**config.mk**
```make
export PLATFORM = sky130hd
export DESIGN_NAME = wifi_link_command_parser
export DESIGN_NICKNAME = d
export VERILOG_FILES = /design/src/sv/wlcp_pkg.sv /design/src/sv/wlcp_ram.sv /design/src/sv/wlcp_ctrl.sv /design/src/sv/wlcp_dpath.sv /design/src/sv/wifi_link_command_parser.sv
export SDC_FILE = /design/constraint.sdc
export NUM_CORES = 1
export LEC_CHECK = 0
export BUFFER_PORTS_ARGS = -buffer_cell sky130_fd_sc_hd__buf_2
export CAP_MARGIN = 25
export CORE_ASPECT_RATIO = 1.4
export CORE_UTILIZATION = 57
export DETAILED_ROUTE_END_ITERATION = 6
export HOLD_SLACK_MARGIN = 0.02
export PLACE_DENSITY_LB_ADDON = 0.08
export SLEW_MARGIN = 25
export SYNTH_ARGS = -nofsm -noshare
export SYNTH_HDL_FRONTEND = slang
export SYNTH_SLANG_ARGS = --single-unit
```
**constraint.sdc**
```tcl
create_clock -name clk_i -period 5.1 [get_ports clk_i]
set_input_delay 0.51 -clock clk_i [delete_from_list [all_inputs] [get_ports clk_i]]
set_output_delay 0.51 -clock clk_i [all_outputs]
set_load 0.1 [all_outputs]
```
**src/sv/wlcp_pkg.sv**
```systemverilog
// wlcp_pkg: shared constants, types and helpers of the wireless link command parser
`timescale 1ns / 1ps
`default_nettype none

package wlcp_pkg;

  localparam int unsigned LINE_DEPTH = 64;
  localparam int unsigned ADDR_W     = $clog2(LINE_DEPTH);
  localparam int unsigned CNT_W      = $clog2(LINE_DEPTH + 1);

  localparam int unsigned KW_CONNECT_LEN = 7;
  localparam int unsigned KW_CLOSED_LEN  = 6;

  localparam logic [7:0] CH_C     = 8'h43;
  localparam logic [7:0] CH_D     = 8'h44;
  localparam logic [7:0] CH_E     = 8'h45;
  localparam logic [7:0] CH_I     = 8'h49;
  localparam logic [7:0] CH_K     = 8'h4B;
  localparam logic [7:0] CH_L     = 8'h4C;
  localparam logic [7:0] CH_N     = 8'h4E;
  localparam logic [7:0] CH_O     = 8'h4F;
  localparam logic [7:0] CH_P     = 8'h50;
  localparam logic [7:0] CH_S     = 8'h53;
  localparam logic [7:0] CH_T     = 8'h54;
  localparam logic [7:0] CH_PLUS  = 8'h2B;
  localparam logic [7:0] CH_COLON = 8'h3A;
  localparam logic [7:0] CH_STAR  = 8'h2A;
  localparam logic [7:0] CH_ZERO  = 8'h30;

  localparam logic [15:0] THROTTLE_EXIT = 16'd100;
  localparam logic [15:0] THROTTLE_MAX  = 16'd2850;

  typedef enum logic [3:0] {
    EV_NONE      = 4'd0,
    EV_CONNECTED = 4'd1,
    EV_CLOSED    = 4'd2,
    EV_ANGLES    = 4'd3,
    EV_KP        = 4'd4,
    EV_KI        = 4'd5,
    EV_KD        = 4'd6,
    EV_THROTTLE  = 4'd7,
    EV_OVERFLOW  = 4'd8,
    EV_UNKNOWN   = 4'd9
  } event_e;

  typedef enum logic [4:0] {
    ST_WAIT   = 5'b00001,
    ST_OPEN   = 5'b00010,
    ST_RECV   = 5'b00100,
    ST_CLOSED = 5'b01000,
    ST_WALK   = 5'b10000
  } state_e;

  typedef struct packed {
    logic   kw_step;
    logic   kw_closed;
    logic   collect_set;
    logic   store;
    logic   frame_clear;
    logic   walk_start;
    logic   walk_run;
    logic   out_load;
    logic   out_frame;
    event_e out_ev;
    logic   out_link;
  } ctrl_cmd_t;

  typedef struct packed {
    logic is_plus;
    logic is_zero;
    logic is_colon;
    logic collecting;
    logic full;
    logic kw_hit;
    logic ok_hit;
    logic walk_done;
  } dp_status_t;

  function automatic logic [7:0] kw_char(input logic closed, input logic [2:0] idx);
    logic [7:0] ch;
    ch = CH_C;
    if (closed) begin
      unique case (idx)
        3'd0:    ch = CH_C;
        3'd1:    ch = CH_L;
        3'd2:    ch = CH_O;
        3'd3:    ch = CH_S;
        3'd4:    ch = CH_E;
        3'd5:    ch = CH_D;
        default: ch = CH_C;
      endcase
    end else begin
      unique case (idx)
        3'd0:    ch = CH_C;
        3'd1:    ch = CH_O;
        3'd2:    ch = CH_N;
        3'd3:    ch = CH_N;
        3'd4:    ch = CH_E;
        3'd5:    ch = CH_C;
        3'd6:    ch = CH_T;
        default: ch = CH_C;
      endcase
    end
    return ch;
  endfunction

endpackage

`default_nettype wire

```
**src/sv/wlcp_ram.sv**
```systemverilog
// wlcp_ram: generic single write port RAM with registered read
`timescale 1ns / 1ps
`default_nettype none

module wlcp_ram #(
  parameter int unsigned WIDTH = 8,
  parameter int unsigned DEPTH = 64
) (
  input  wire logic                     clk_i,
  input  wire logic                     we_i,
  input  wire logic [$clog2(DEPTH)-1:0] waddr_i,
  input  wire logic [WIDTH-1:0]         wdata_i,
  input  wire logic [$clog2(DEPTH)-1:0] raddr_i,
  output logic      [WIDTH-1:0]         rdata_o
);

  logic [WIDTH-1:0] mem_q [DEPTH];
  logic [WIDTH-1:0] rdata_q;

  always_ff @(posedge clk_i) begin
    if (we_i) begin
      mem_q[waddr_i] <= wdata_i;
    end
    rdata_q <= mem_q[raddr_i];
  end

  assign rdata_o = rdata_q;

endmodule

`default_nettype wire

```
**src/sv/wlcp_ctrl.sv**
```systemverilog
// wlcp_ctrl: link mode state machine and handshake control
`timescale 1ns / 1ps
`default_nettype none

module wlcp_ctrl (
  input  wire logic                 clk_i,
  input  wire logic                 rst_ni,
  input  wire logic                 in_valid_i,
  output logic                      in_ready_o,
  input  wire logic                 out_ready_i,
  output logic                      out_valid_o,
  input  wire wlcp_pkg::dp_status_t status_i,
  output wlcp_pkg::ctrl_cmd_t       cmd_o
);
  import wlcp_pkg::*;

  state_e     state_q, state_d;
  logic       out_valid_q, out_valid_d;
  logic       accept;
  ctrl_cmd_t  cmd;

  assign in_ready_o = (state_q != ST_WALK) && (!out_valid_q || out_ready_i);
  assign accept     = in_valid_i && in_ready_o;

  always_comb begin
    state_d         = state_q;
    cmd             = '0;
    cmd.out_ev      = EV_NONE;
    unique case (state_q)
      ST_WAIT: begin
        cmd.kw_step  = accept;
        cmd.out_load = accept;
        if (accept && status_i.kw_hit) begin
          state_d    = ST_OPEN;
          cmd.out_ev = EV_CONNECTED;
        end
      end
      ST_OPEN: begin
        cmd.out_load = accept;
        if (accept && status_i.is_plus) begin
          state_d = ST_RECV;
        end else if (accept && status_i.is_zero) begin
          state_d = ST_CLOSED;
        end
      end
      ST_RECV: begin
        if (accept) begin
          cmd.out_load = 1'b1;
          if (status_i.is_colon) begin
            cmd.collect_set = 1'b1;
          end else if (status_i.collecting) begin
            if (status_i.full) begin
              cmd.out_ev      = EV_OVERFLOW;
              cmd.frame_clear = 1'b1;
              state_d         = ST_OPEN;
            end else begin
              cmd.store = 1'b1;
              if (status_i.ok_hit) begin
                cmd.out_load   = 1'b0;
                cmd.walk_start = 1'b1;
                state_d        = ST_WALK;
              end
            end
          end
        end
      end
      ST_CLOSED: begin
        cmd.kw_step   = accept;
        cmd.kw_closed = 1'b1;
        cmd.out_load  = accept;
        if (accept && status_i.kw_hit) begin
          state_d    = ST_WAIT;
          cmd.out_ev = EV_CLOSED;
        end
      end
      ST_WALK: begin
        cmd.walk_run = 1'b1;
        if (status_i.walk_done) begin
          cmd.out_load    = 1'b1;
          cmd.out_frame   = 1'b1;
          cmd.frame_clear = 1'b1;
          state_d         = ST_OPEN;
        end
      end
      default: begin
        state_d = ST_WAIT;
      end
    endcase
    cmd.out_link = (state_d != ST_WAIT);
  end

  always_comb begin
    out_valid_d = out_valid_q;
    if (cmd.out_load) begin
      out_valid_d = 1'b1;
    end else if (out_ready_i) begin
      out_valid_d = 1'b0;
    end
  end

  always_ff @(posedge clk_i or negedge rst_ni) begin
    if (!rst_ni) begin
      state_q     <= ST_WAIT;
      out_valid_q <= 1'b0;
    end else begin
      state_q     <= state_d;
      out_valid_q <= out_valid_d;
    end
  end

  assign out_valid_o = out_valid_q;
  assign cmd_o       = cmd;

`ifndef SYNTHESIS
  a_walk_entry_clear: assert property (@(posedge clk_i) disable iff (!rst_ni)
    cmd.walk_start |=> (state_q == ST_WALK) && !out_valid_q)
    else $error("walk entered with a pending result");

  a_walk_exit_loads: assert property (@(posedge clk_i) disable iff (!rst_ni)
    (state_q == ST_WALK) && (state_d == ST_OPEN) |=> out_valid_q)
    else $error("frame result not presented after walk");
`endif

endmodule

`default_nettype wire

```
**src/sv/wlcp_dpath.sv**
```systemverilog
// wlcp_dpath: keyword match, line store, payload walk and result register
`timescale 1ns / 1ps
`default_nettype none

module wlcp_dpath (
  input  wire logic                 clk_i,
  input  wire logic                 rst_ni,
  input  wire logic [7:0]           rx_byte_i,
  input  wire wlcp_pkg::ctrl_cmd_t  cmd_i,
  output wlcp_pkg::dp_status_t      status_o,
  output logic [3:0]                event_res_o,
  output logic                      link_up_o,
  output logic signed [15:0]        first_value_o,
  output logic signed [15:0]        second_value_o,
  output logic                      exit_request_o
);
  import wlcp_pkg::*;

  logic             collecting_q, collecting_d;
  logic [CNT_W-1:0] fill_q, fill_d;
  logic             mism_q, mism_d;
  logic [7:0]       prev_q, prev_d;
  logic [7:0]       cmdb_q, cmdb_d;
  logic [CNT_W-1:0] ra_q, ra_d;
  logic             pend_q, pend_d;
  logic [15:0]      acc_q, acc_d;
  logic [15:0]      v1_q, v1_d;
  logic [15:0]      v2_q, v2_d;
  logic [1:0]       num_q, num_d;

  event_e           ev_q, ev_d;
  logic             link_q, link_d;
  logic [15:0]      o1_q, o1_d;
  logic [15:0]      o2_q, o2_d;
  logic             ex_q, ex_d;

  logic             coll_eff;
  logic [CNT_W-1:0] fill_inc;
  logic [CNT_W-1:0] kw_len;
  logic             kw_last;
  logic             mism_now;
  logic [CNT_W:0]   ra_ext;
  logic             issue;
  logic [7:0]       rdata;
  logic [15:0]      digit;
  logic [15:0]      acc_next;
  logic             rd_star;
  event_e           frame_ev;
  logic [15:0]      frame_o1;
  logic [15:0]      frame_o2;
  logic             frame_ex;

  wlcp_ram #(
    .WIDTH(8),
    .DEPTH(LINE_DEPTH)
  ) u_line_ram (
    .clk_i   (clk_i),
    .we_i    (cmd_i.store),
    .waddr_i (fill_q[ADDR_W-1:0]),
    .wdata_i (rx_byte_i),
    .raddr_i (ra_q[ADDR_W-1:0]),
    .rdata_o (rdata)
  );

  // keyword tracking
  assign coll_eff = collecting_q || (rx_byte_i == CH_C);
  assign fill_inc = fill_q + CNT_W'(1);
  assign kw_len   = cmd_i.kw_closed ? CNT_W'(KW_CLOSED_LEN) : CNT_W'(KW_CONNECT_LEN);
  assign kw_last  = (fill_inc >= kw_len);
  assign mism_now = mism_q || (rx_byte_i != kw_char(cmd_i.kw_closed, fill_q[2:0]));

  // payload walk
  assign ra_ext   = {1'b0, ra_q} + (CNT_W+1)'(2);
  assign issue    = cmd_i.walk_run && (ra_ext < {1'b0, fill_q});
  assign digit    = {8'h00, rdata} - {8'h00, CH_ZERO};
  assign acc_next = {acc_q[12:0], 3'b000} + {acc_q[14:0], 1'b0} + digit;
  assign rd_star  = (rdata == CH_STAR);

  always_comb begin
    status_o.is_plus    = (rx_byte_i == CH_PLUS);
    status_o.is_zero    = (rx_byte_i == CH_ZERO);
    status_o.is_colon   = (rx_byte_i == CH_COLON);
    status_o.collecting = collecting_q;
    status_o.full       = (fill_q >= CNT_W'(LINE_DEPTH));
    status_o.kw_hit     = coll_eff && kw_last && !mism_now;
    status_o.ok_hit     = (fill_q != '0) && (prev_q == CH_O) && (rx_byte_i == CH_K);
    status_o.walk_done  = cmd_i.walk_run && !issue && !pend_q;
  end

  always_comb begin
    collecting_d = collecting_q;
    fill_d       = fill_q;
    mism_d       = mism_q;
    prev_d       = prev_q;
    cmdb_d       = cmdb_q;
    ra_d         = ra_q;
    pend_d       = 1'b0;
    acc_d        = acc_q;
    v1_d         = v1_q;
    v2_d         = v2_q;
    num_d        = num_q;

    if (cmd_i.kw_step && coll_eff) begin
      if (kw_last) begin
        collecting_d = 1'b0;
        fill_d       = '0;
        mism_d       = 1'b0;
      end else begin
        collecting_d = 1'b1;
        fill_d       = fill_inc;
        mism_d       = mism_now;
      end
    end
    if (cmd_i.collect_set) begin
      collecting_d = 1'b1;
    end
    if (cmd_i.store) begin
      fill_d = fill_inc;
      prev_d = rx_byte_i;
      if (fill_q == '0) begin
        cmdb_d = rx_byte_i;
      end
    end
    if (cmd_i.walk_start) begin
      ra_d  = CNT_W'(1);
      acc_d = '0;
      v1_d  = '0;
      v2_d  = '0;
      num_d = '0;
    end
    if (cmd_i.walk_run) begin
      pend_d = issue;
      if (issue) begin
        ra_d = ra_q + CNT_W'(1);
      end
      if (pend_q) begin
        if (cmdb_q == CH_S) begin
          if (rd_star) begin
            if (num_q == 2'd0) begin
              v1_d = acc_q;
            end
            if (num_q == 2'd1) begin
              v2_d = acc_q;
            end
            if (num_q != 2'd2) begin
              num_d = num_q + 2'd1;
            end
            acc_d = '0;
          end else begin
            acc_d = acc_next;
          end
        end else begin
          if (rd_star) begin
            v1_d = v1_q + acc_q;
          end
          acc_d = acc_next;
        end
      end
    end
    if (cmd_i.frame_clear) begin
      collecting_d = 1'b0;
      fill_d       = '0;
      mism_d       = 1'b0;
    end
  end

  // command decode at frame end
  always_comb begin
    frame_ev = EV_UNKNOWN;
    frame_o1 = '0;
    frame_o2 = '0;
    frame_ex = 1'b0;
    unique case (cmdb_q)
      CH_S: begin
        frame_ev = EV_ANGLES;
        frame_o1 = v1_q;
        frame_o2 = v2_q;
      end
      CH_P: begin
        frame_ev = EV_KP;
        frame_o1 = v1_q;
      end
      CH_I: begin
        frame_ev = EV_KI;
        frame_o1 = v1_q;
      end
      CH_D: begin
        frame_ev = EV_KD;
        frame_o1 = v1_q;
      end
      CH_T: begin
        frame_ev = EV_THROTTLE;
        if (v1_q == THROTTLE_EXIT) begin
          frame_o1 = THROTTLE_MAX;
          frame_ex = 1'b1;
        end else begin
          frame_o1 = v1_q;
        end
      end
      default: begin
        frame_ev = EV_UNKNOWN;
      end
    endcase
  end

  always_comb begin
    ev_d   = ev_q;
    link_d = link_q;
    o1_d   = o1_q;
    o2_d   = o2_q;
    ex_d   = ex_q;
    if (cmd_i.out_load) begin
      link_d = cmd_i.out_link;
      if (cmd_i.out_frame) begin
        ev_d = frame_ev;
        o1_d = frame_o1;
        o2_d = frame_o2;
        ex_d = frame_ex;
      end else begin
        ev_d = cmd_i.out_ev;
        o1_d = '0;
        o2_d = '0;
        ex_d = 1'b0;
      end
    end
  end

  always_ff @(posedge clk_i or negedge rst_ni) begin
    if (!rst_ni) begin
      collecting_q <= 1'b0;
      fill_q       <= '0;
      mism_q       <= 1'b0;
      pend_q       <= 1'b0;
    end else begin
      collecting_q <= collecting_d;
      fill_q       <= fill_d;
      mism_q       <= mism_d;
      pend_q       <= pend_d;
    end
  end

  always_ff @(posedge clk_i) begin
    prev_q <= prev_d;
    cmdb_q <= cmdb_d;
    ra_q   <= ra_d;
    acc_q  <= acc_d;
    v1_q   <= v1_d;
    v2_q   <= v2_d;
    num_q  <= num_d;
    ev_q   <= ev_d;
    link_q <= link_d;
    o1_q   <= o1_d;
    o2_q   <= o2_d;
    ex_q   <= ex_d;
  end

  assign event_res_o    = ev_q;
  assign link_up_o      = link_q;
  assign first_value_o  = $signed(o1_q);
  assign second_value_o = $signed(o2_q);
  assign exit_request_o = ex_q;

`ifndef SYNTHESIS
  a_store_in_range: assert property (@(posedge clk_i) disable iff (!rst_ni)
    cmd_i.store |-> (fill_q < CNT_W'(LINE_DEPTH)))
    else $error("line store written past its depth");

  a_keyword_fill: assert property (@(posedge clk_i) disable iff (!rst_ni)
    cmd_i.kw_step |-> (fill_q < CNT_W'(KW_CONNECT_LEN)) && !cmd_i.store)
    else $error("keyword fill count out of range");
`endif

endmodule

`default_nettype wire

```
**src/sv/wifi_link_command_parser.sv**
```systemverilog
// wifi_link_command_parser: top level of the wireless link command parser
//
//   channel  direction  handshake                  payload
//   in       input      in_valid_i / in_ready_o    rx_byte_i
//   out      output     out_valid_o / out_ready_i  event_res_o, link_up_o, first_value_o,
//                                                  second_value_o, exit_request_o
//
// each byte but the one ending "OK" gives one result, registered the cycle after it is taken
// the byte that completes "OK" starts a walk over the stored payload, one RAM read a cycle
// input is held off during the walk and the frame result follows it
// a new byte is taken while the result register is empty or being taken
// rst_ni clears mode and counts asynchronously; no clearing pass on the line RAM
`timescale 1ns / 1ps
`default_nettype none

module wifi_link_command_parser (
  input  wire logic               clk_i,
  input  wire logic               rst_ni,
  input  wire logic               in_valid_i,
  output logic                    in_ready_o,
  input  wire logic [7:0]         rx_byte_i,
  output logic                    out_valid_o,
  input  wire logic               out_ready_i,
  output logic [3:0]              event_res_o,
  output logic                    link_up_o,
  output logic signed [15:0]      first_value_o,
  output logic signed [15:0]      second_value_o,
  output logic                    exit_request_o
);
  import wlcp_pkg::*;

  ctrl_cmd_t  cmd;
  dp_status_t status;

  wlcp_ctrl u_ctrl (
    .clk_i       (clk_i),
    .rst_ni      (rst_ni),
    .in_valid_i  (in_valid_i),
    .in_ready_o  (in_ready_o),
    .out_ready_i (out_ready_i),
    .out_valid_o (out_valid_o),
    .status_i    (status),
    .cmd_o       (cmd)
  );

  wlcp_dpath u_dpath (
    .clk_i          (clk_i),
    .rst_ni         (rst_ni),
    .rx_byte_i      (rx_byte_i),
    .cmd_i          (cmd),
    .status_o       (status),
    .event_res_o    (event_res_o),
    .link_up_o      (link_up_o),
    .first_value_o  (first_value_o),
    .second_value_o (second_value_o),
    .exit_request_o (exit_request_o)
  );

endmodule

`default_nettype wire

```
Word-level counts from Yosys, hierarchy flattened
Memory sizes are Yosys's and may differ from the RTL's. A register that Yosys moved wholly into a read port is not among the register bits.
Index checks and enable logic that the tools add are counted.
Widths: inputs -> output; s select.
- add/sub/neg operators: 8
- order comparisons: 3
- eq/ne operators: 29
- multiplexer cells: 93
- reduce and logical (&&, ||, !) cells: 34
- operators with widths (kind ; number):
    $mux 16 ; 19
    $eq 8x7->1 const B ; 8
    $mux 5 ; 10
    $pmux 5 s5 ; 2
    $mux 7 ; 7
    $add 16x16->16 ; 3
    $eq 8x6->1 const B ; 4
    $pmux 16 s2 ; 1
    $mux 1 ; 31
    $mux 4 ; 6
    $pmux 4 s5 ; 1
    $pmux 5 s4 ; 1
    $mux 2 ; 9
    $eq 16x7->1 const B ; 1
    $add 7x1->7 const B ; 2
    $logic_and 1x1->1 ; 13
    $pmux 4 s3 ; 1
    $eq 3x3->1 const B ; 3
    $sub 8x6->9 const B ; 1
    $add 7x2->8 const B ; 1
    $lt 8x7->1 ; 1
    $mux 8 ; 1
    $ne 8x8->1 ; 1
    $ge 7x7->1 ; 1
    other kinds (27) ; 39
- register bits: 127
- RAM bits: 512
- input port bits: 12
- output and inout port bits: 40
- logic and storage cells: 186
- memories kept: 1
- memories (name ; words ; width ; read ports ; clocked after Yosys merged registers in ; wr ports ; RTL line ; RTL):
    u_dpath.u_line_ram.mem_q ; 64 ; 8 ; 1 ; 1 ; 1 ; wlcp_ram.sv:17 ; logic [WIDTH-1:0] mem_q [DEPTH];

Longest topological paths before layout
- word-level depth: 15
- depth in mapped cells: 14

Cells and area by module
From an unflattened synthesis, not the netlist that was laid out.
- cell total of the unflattened synthesis: 1737
- area total of the unflattened synthesis: 27769.1 um^2
- by module, submodules not included (module ; instances ; cells an instance ; area an instance (um^2)):
    wlcp_ram ; 1 ; 940 ; 20166.8
    wlcp_dpath ; 1 ; 722 ; 7036.7
    wlcp_ctrl ; 1 ; 75 ; 565.5

Worst setup path before layout
OpenSTA, ideal clock, no wires.
- path type: register to register
- start point: reg u_dpath.fill_q[4]
- end point: reg u_dpath.ev_q[0], in the netlist u_dpath.event_res_o[0], enable pin
- library setup time: 0.487 ns
- arrival: 4.303 ns
- path slack: 0.310 ns
- cell stages (with the launch flop): 10
- clock period less this slack: 4.790 ns
- cell sequence: dfrtp_1 > clkbuf_1 > or3_1 > clkbuf_1 > nand4b_1 > nand4_1 > nor4_1 > nand2_1 > a21oi_1 > o21ai_0
- RTL lines (item ; RTL line ; RTL):
    from (decl) ; wlcp_dpath.sv:20 ; logic [CNT_W-1:0] fill_q, fill_d;
    from (signal assigned) ; wlcp_dpath.sv:236 ; fill_q <= fill_d;
    to (signal assigned) ; wlcp_dpath.sv:250 ; ev_q <= ev_d;
    to (decl) ; wlcp_dpath.sv:31 ; event_e ev_q, ev_d;

==> metrics.csv <==
metric;value;unit
status;finished, final reports clean;
yosysUniqueCellTypes;73;
core;47000;um2
synth_edf_count;566;
die_area;48600;um2
fillers;3360;
cts.sinks;647;
route.detailed.drc;0;
hold_viol;0;
ys_async_sr_fraction;2.47;%
crit_buf_inv;2;
worst_ep_arrival_time;4.26;ns
gr-total-overflow;0;
dp.cells;2277;
crit_start;u_ctrl.state_q[4]$_DFF_PN0_;
synthTopCellsByCount;edfxtp_1, mux4_2, nor2_1;
powerDensity;350;nW/um2
yosysTopAreaCellShare;62.6;%
path_cells;or4b_1 > o211ai_1 > or2_2 > nor2_1 > nand2_1 > inv_2 > nand3_1 > buf_4 > nor2_1;
synthCells;1624;
maxCapViolations;0;
leakage;10.2;nW
antenna_found_initial;3;
grt_first_pass_wirelength;97.7;mm
yosys_register_bits;647;
reg2reg_depth;9;
cts_tree;done;
worst-r2r-setup-slack;1.08;ns
cts_buffers;58;
cp.required;5.34;ns
rsz0062_at_grt;false;
ys.flop_type;edfxtp_1;
critPathMaxStageDelay;0.58;ns
fin_crit_sh;78.9;%
synthesis.nets;1696;
die_h;260;um
ant_nets;0;
cts-root-buf;clkbuf_16;
clk_latency;0.61;ns
grtUsageTotal;27.5;%
cts.clk_slew.worst_paths;0.07;ns
reg2reg_from;u_ctrl.state_q[4]$_DFF_PN0_;
synth.yosys.warnings;0;
first_pass_iters;5;
clockBufferDepth;3;
post_cts_buffers;0;
num-nets-final;1786;
fin_cells;2383;
io_pins;52;
synth_top_area_cell;edfxtp_1;
postPlaceCellArea;28300;um2
dp_hpwl;43.6;mm
std_cell_rows;94;
htree_levels;2;
yosysMostFrequentCell;edfxtp_1;
setup_violations;0;
wl_per_cell;27.3;um
whs;0.227;ns
end_kind;register;
finClkSkew;0.0201;ns
initial_core_util;57.8;%
crit_type;register to register;
max_slew.worst_pin.slew;0.986;ns
final-max-slew-violation-count;0;
setup_tns;0;ns
crit_family;simple AND/OR/NAND/NOR gates;
syn_to_final_growth;10.9;%
vias;15100;
peakVddDrop;0.269;mV
grt_max_degree;66;
grt_pass1_vias;15300;
cp_max_fo;14;
antenna_cells;0;
crit_path_end;u_dpath.u_line_ram.mem_q[53][5]$_DFFE_PP_;
r2r_end;u_dpath.u_line_ram.mem_q[53][5]$_DFFE_PP_;
crit_cells;9;
final_layout_size_suffix_gt1_share;18.9;%
hold_start;out_ready_i;
hold_path.class;input port to register;
drt_wl_total;65.0;mm
cts_resized;0;
drt_iter0_drc;1258;
postLayoutCellArea;30100;um2
relSlewSlack;34.0;%
postCtsHoldBufs;1;
crit_path_top_delay_cell;nand3_1;
fin_crit;4.02;ns
numPortBuffers;51;
max_freq;248;MHz
syn-cell-area;27200;um2
ys_seq_area_share;68.8;%
syn_area_per_cell;16.7;um2
synth.top_cells.by_area;edfxtp_1, mux4_2, dfxtp_1, ha_1, mux2i_1;
place.gp.congestion;0.916;
routed_via_density;6.33;
die_w;187;um
path_common_cell;nor2_1;
utilization;64.1;%
start_kind;register;
worst reg2reg max path, cell delays in order (launching register included):
cell and delay, ns:
dfrtp_1 0.47, or4b_1 0.20, o211ai_1 0.28, or2_2 0.44, nor2_1 0.27, nand2_1 0.23, inv_2 0.29, nand3_1 0.58
buf_4 0.38, nor2_1 0.51
logic make-up (layout without fill, tap and decap cells):
| family | after synthesis | count (layout) | share of synthesized area (%) |
|---|---|---|---|
| AND/OR/NAND/NOR | 347 | 347 | 6.34 |
| XOR/XNOR | 37 | 37 | 1.22 |
| buffers and inverters | 106 | 241 | 1.54 |
| AO/OA/AOI/OAI | 239 | 239 | 5.80 |
| multiplexers | 188 | 188 | 13.1 |
| adder cells (fa/ha/maj) | 60 | 60 | 3.15 |
| flip-flops | 647 | 647 | 68.8 |
report_power, final:
part           switching [mW]  total (mW)  internal, mW
clock network            1.90        4.23          2.33
registers              0.0421        5.82          5.78
logic                   0.370       0.498         0.128
stage by stage:
stage	setup WS (ns)	total power, mW
after floorplan	0.310	6.24
after global placement	1.14	6.42
after detailed placement	0.989	6.43
after CTS	1.10	10.6
after global routing	0.798	10.8
final	1.08	10.5
sequential cells by signal, indices dropped and copies added, names as in the netlist, 2 cells and up:
signal	count
u_ctrl.state_q	5
u_dpath.acc_q	16
u_dpath.cmdb_q	8
u_dpath.event_res_o	4
u_dpath.fill_q	7
u_dpath.first_value_o	16
u_dpath.num_q	2
u_dpath.prev_q	8
u_dpath.ra_q	7
u_dpath.second_value_o	16
u_dpath.u_line_ram.mem_q	512
u_dpath.u_line_ram.rdata_o	8
u_dpath.v1_q	16
u_dpath.v2_q	16
cell type report:
type	count	area (um2)	area share (%)
repair buffers	94	593	1.97
flip-flops and latches	647	18700	62.1
multi-input cells	871	8070	26.8
clock buffers	60	1460	4.84
clock inverters	45	367	1.22
well taps	624	781	2.59
inverters	42	158	0.523
per-layer routing:
layer  GRT usage (%)  share of wire (%)  routed length, um
met1            33.1                 37              24000
met2            49.0                 52              33500
met3            3.15                5.5               3580
met4            14.7                5.9               3850
met5               0                  0                  0
layout by cell type, fill, tap and decap left out, types with 5 or more instances in the layout:
cell type,netlist,layout
a211oi_1,9,9
a21o_1,9,9
a21oi_1,51,51
a22o_1,33,33
a31oi_1,6,6
a32oi_1,5,5
and2_1,33,33
and3_1,7,7
buf_2,11,51
buf_4,0,41
bufinv_16,0,5
clkbuf_16,0,58
clkinv_1,0,16
clkinv_2,0,15
dfrtp_1,15,15
dfxtp_1,65,61
edfxtp_1,566,566
fa_1,14,14
ha_1,46,46
inv_1,41,41
mux2i_1,51,51
mux4_2,134,134
nand2_1,51,51
nand2b_1,8,8
nand3_1,43,43
nand4_1,10,10
nor2_1,129,129
nor2b_1,7,7
nor3_1,15,14
nor3b_1,6,6
nor4_1,5,5
o21a_1,7,7
o21ai_0,47,46
o21ai_1,13,13
o221ai_1,5,5
o22ai_1,15,15
o31ai_1,8,8
or3_1,5,5
xnor2_1,23,23
xor2_1,13,13
worst min path at each step:
stage / endpoint / slack [ns] / depth (start not counted)
after global routing: u_ctrl.out_valid_o$_DFFE_PN0P_ / 0.25 / 3
after detailed placement: u_dpath.acc_q[0]$_DFF_P_ / 0.44 / 2
after CTS: u_ctrl.out_valid_o$_DFFE_PN0P_ / 0.19 / 3
after global placement: u_dpath.acc_q[0]$_DFF_P_ / 0.44 / 2
final: u_ctrl.out_valid_o$_DFFE_PN0P_ / 0.23 / 3
after floorplan: u_ctrl.out_valid_o$_DFFE_PN0P_ / 0.21 / 0
Note: power is estimated with default switching activity, not from simulation.
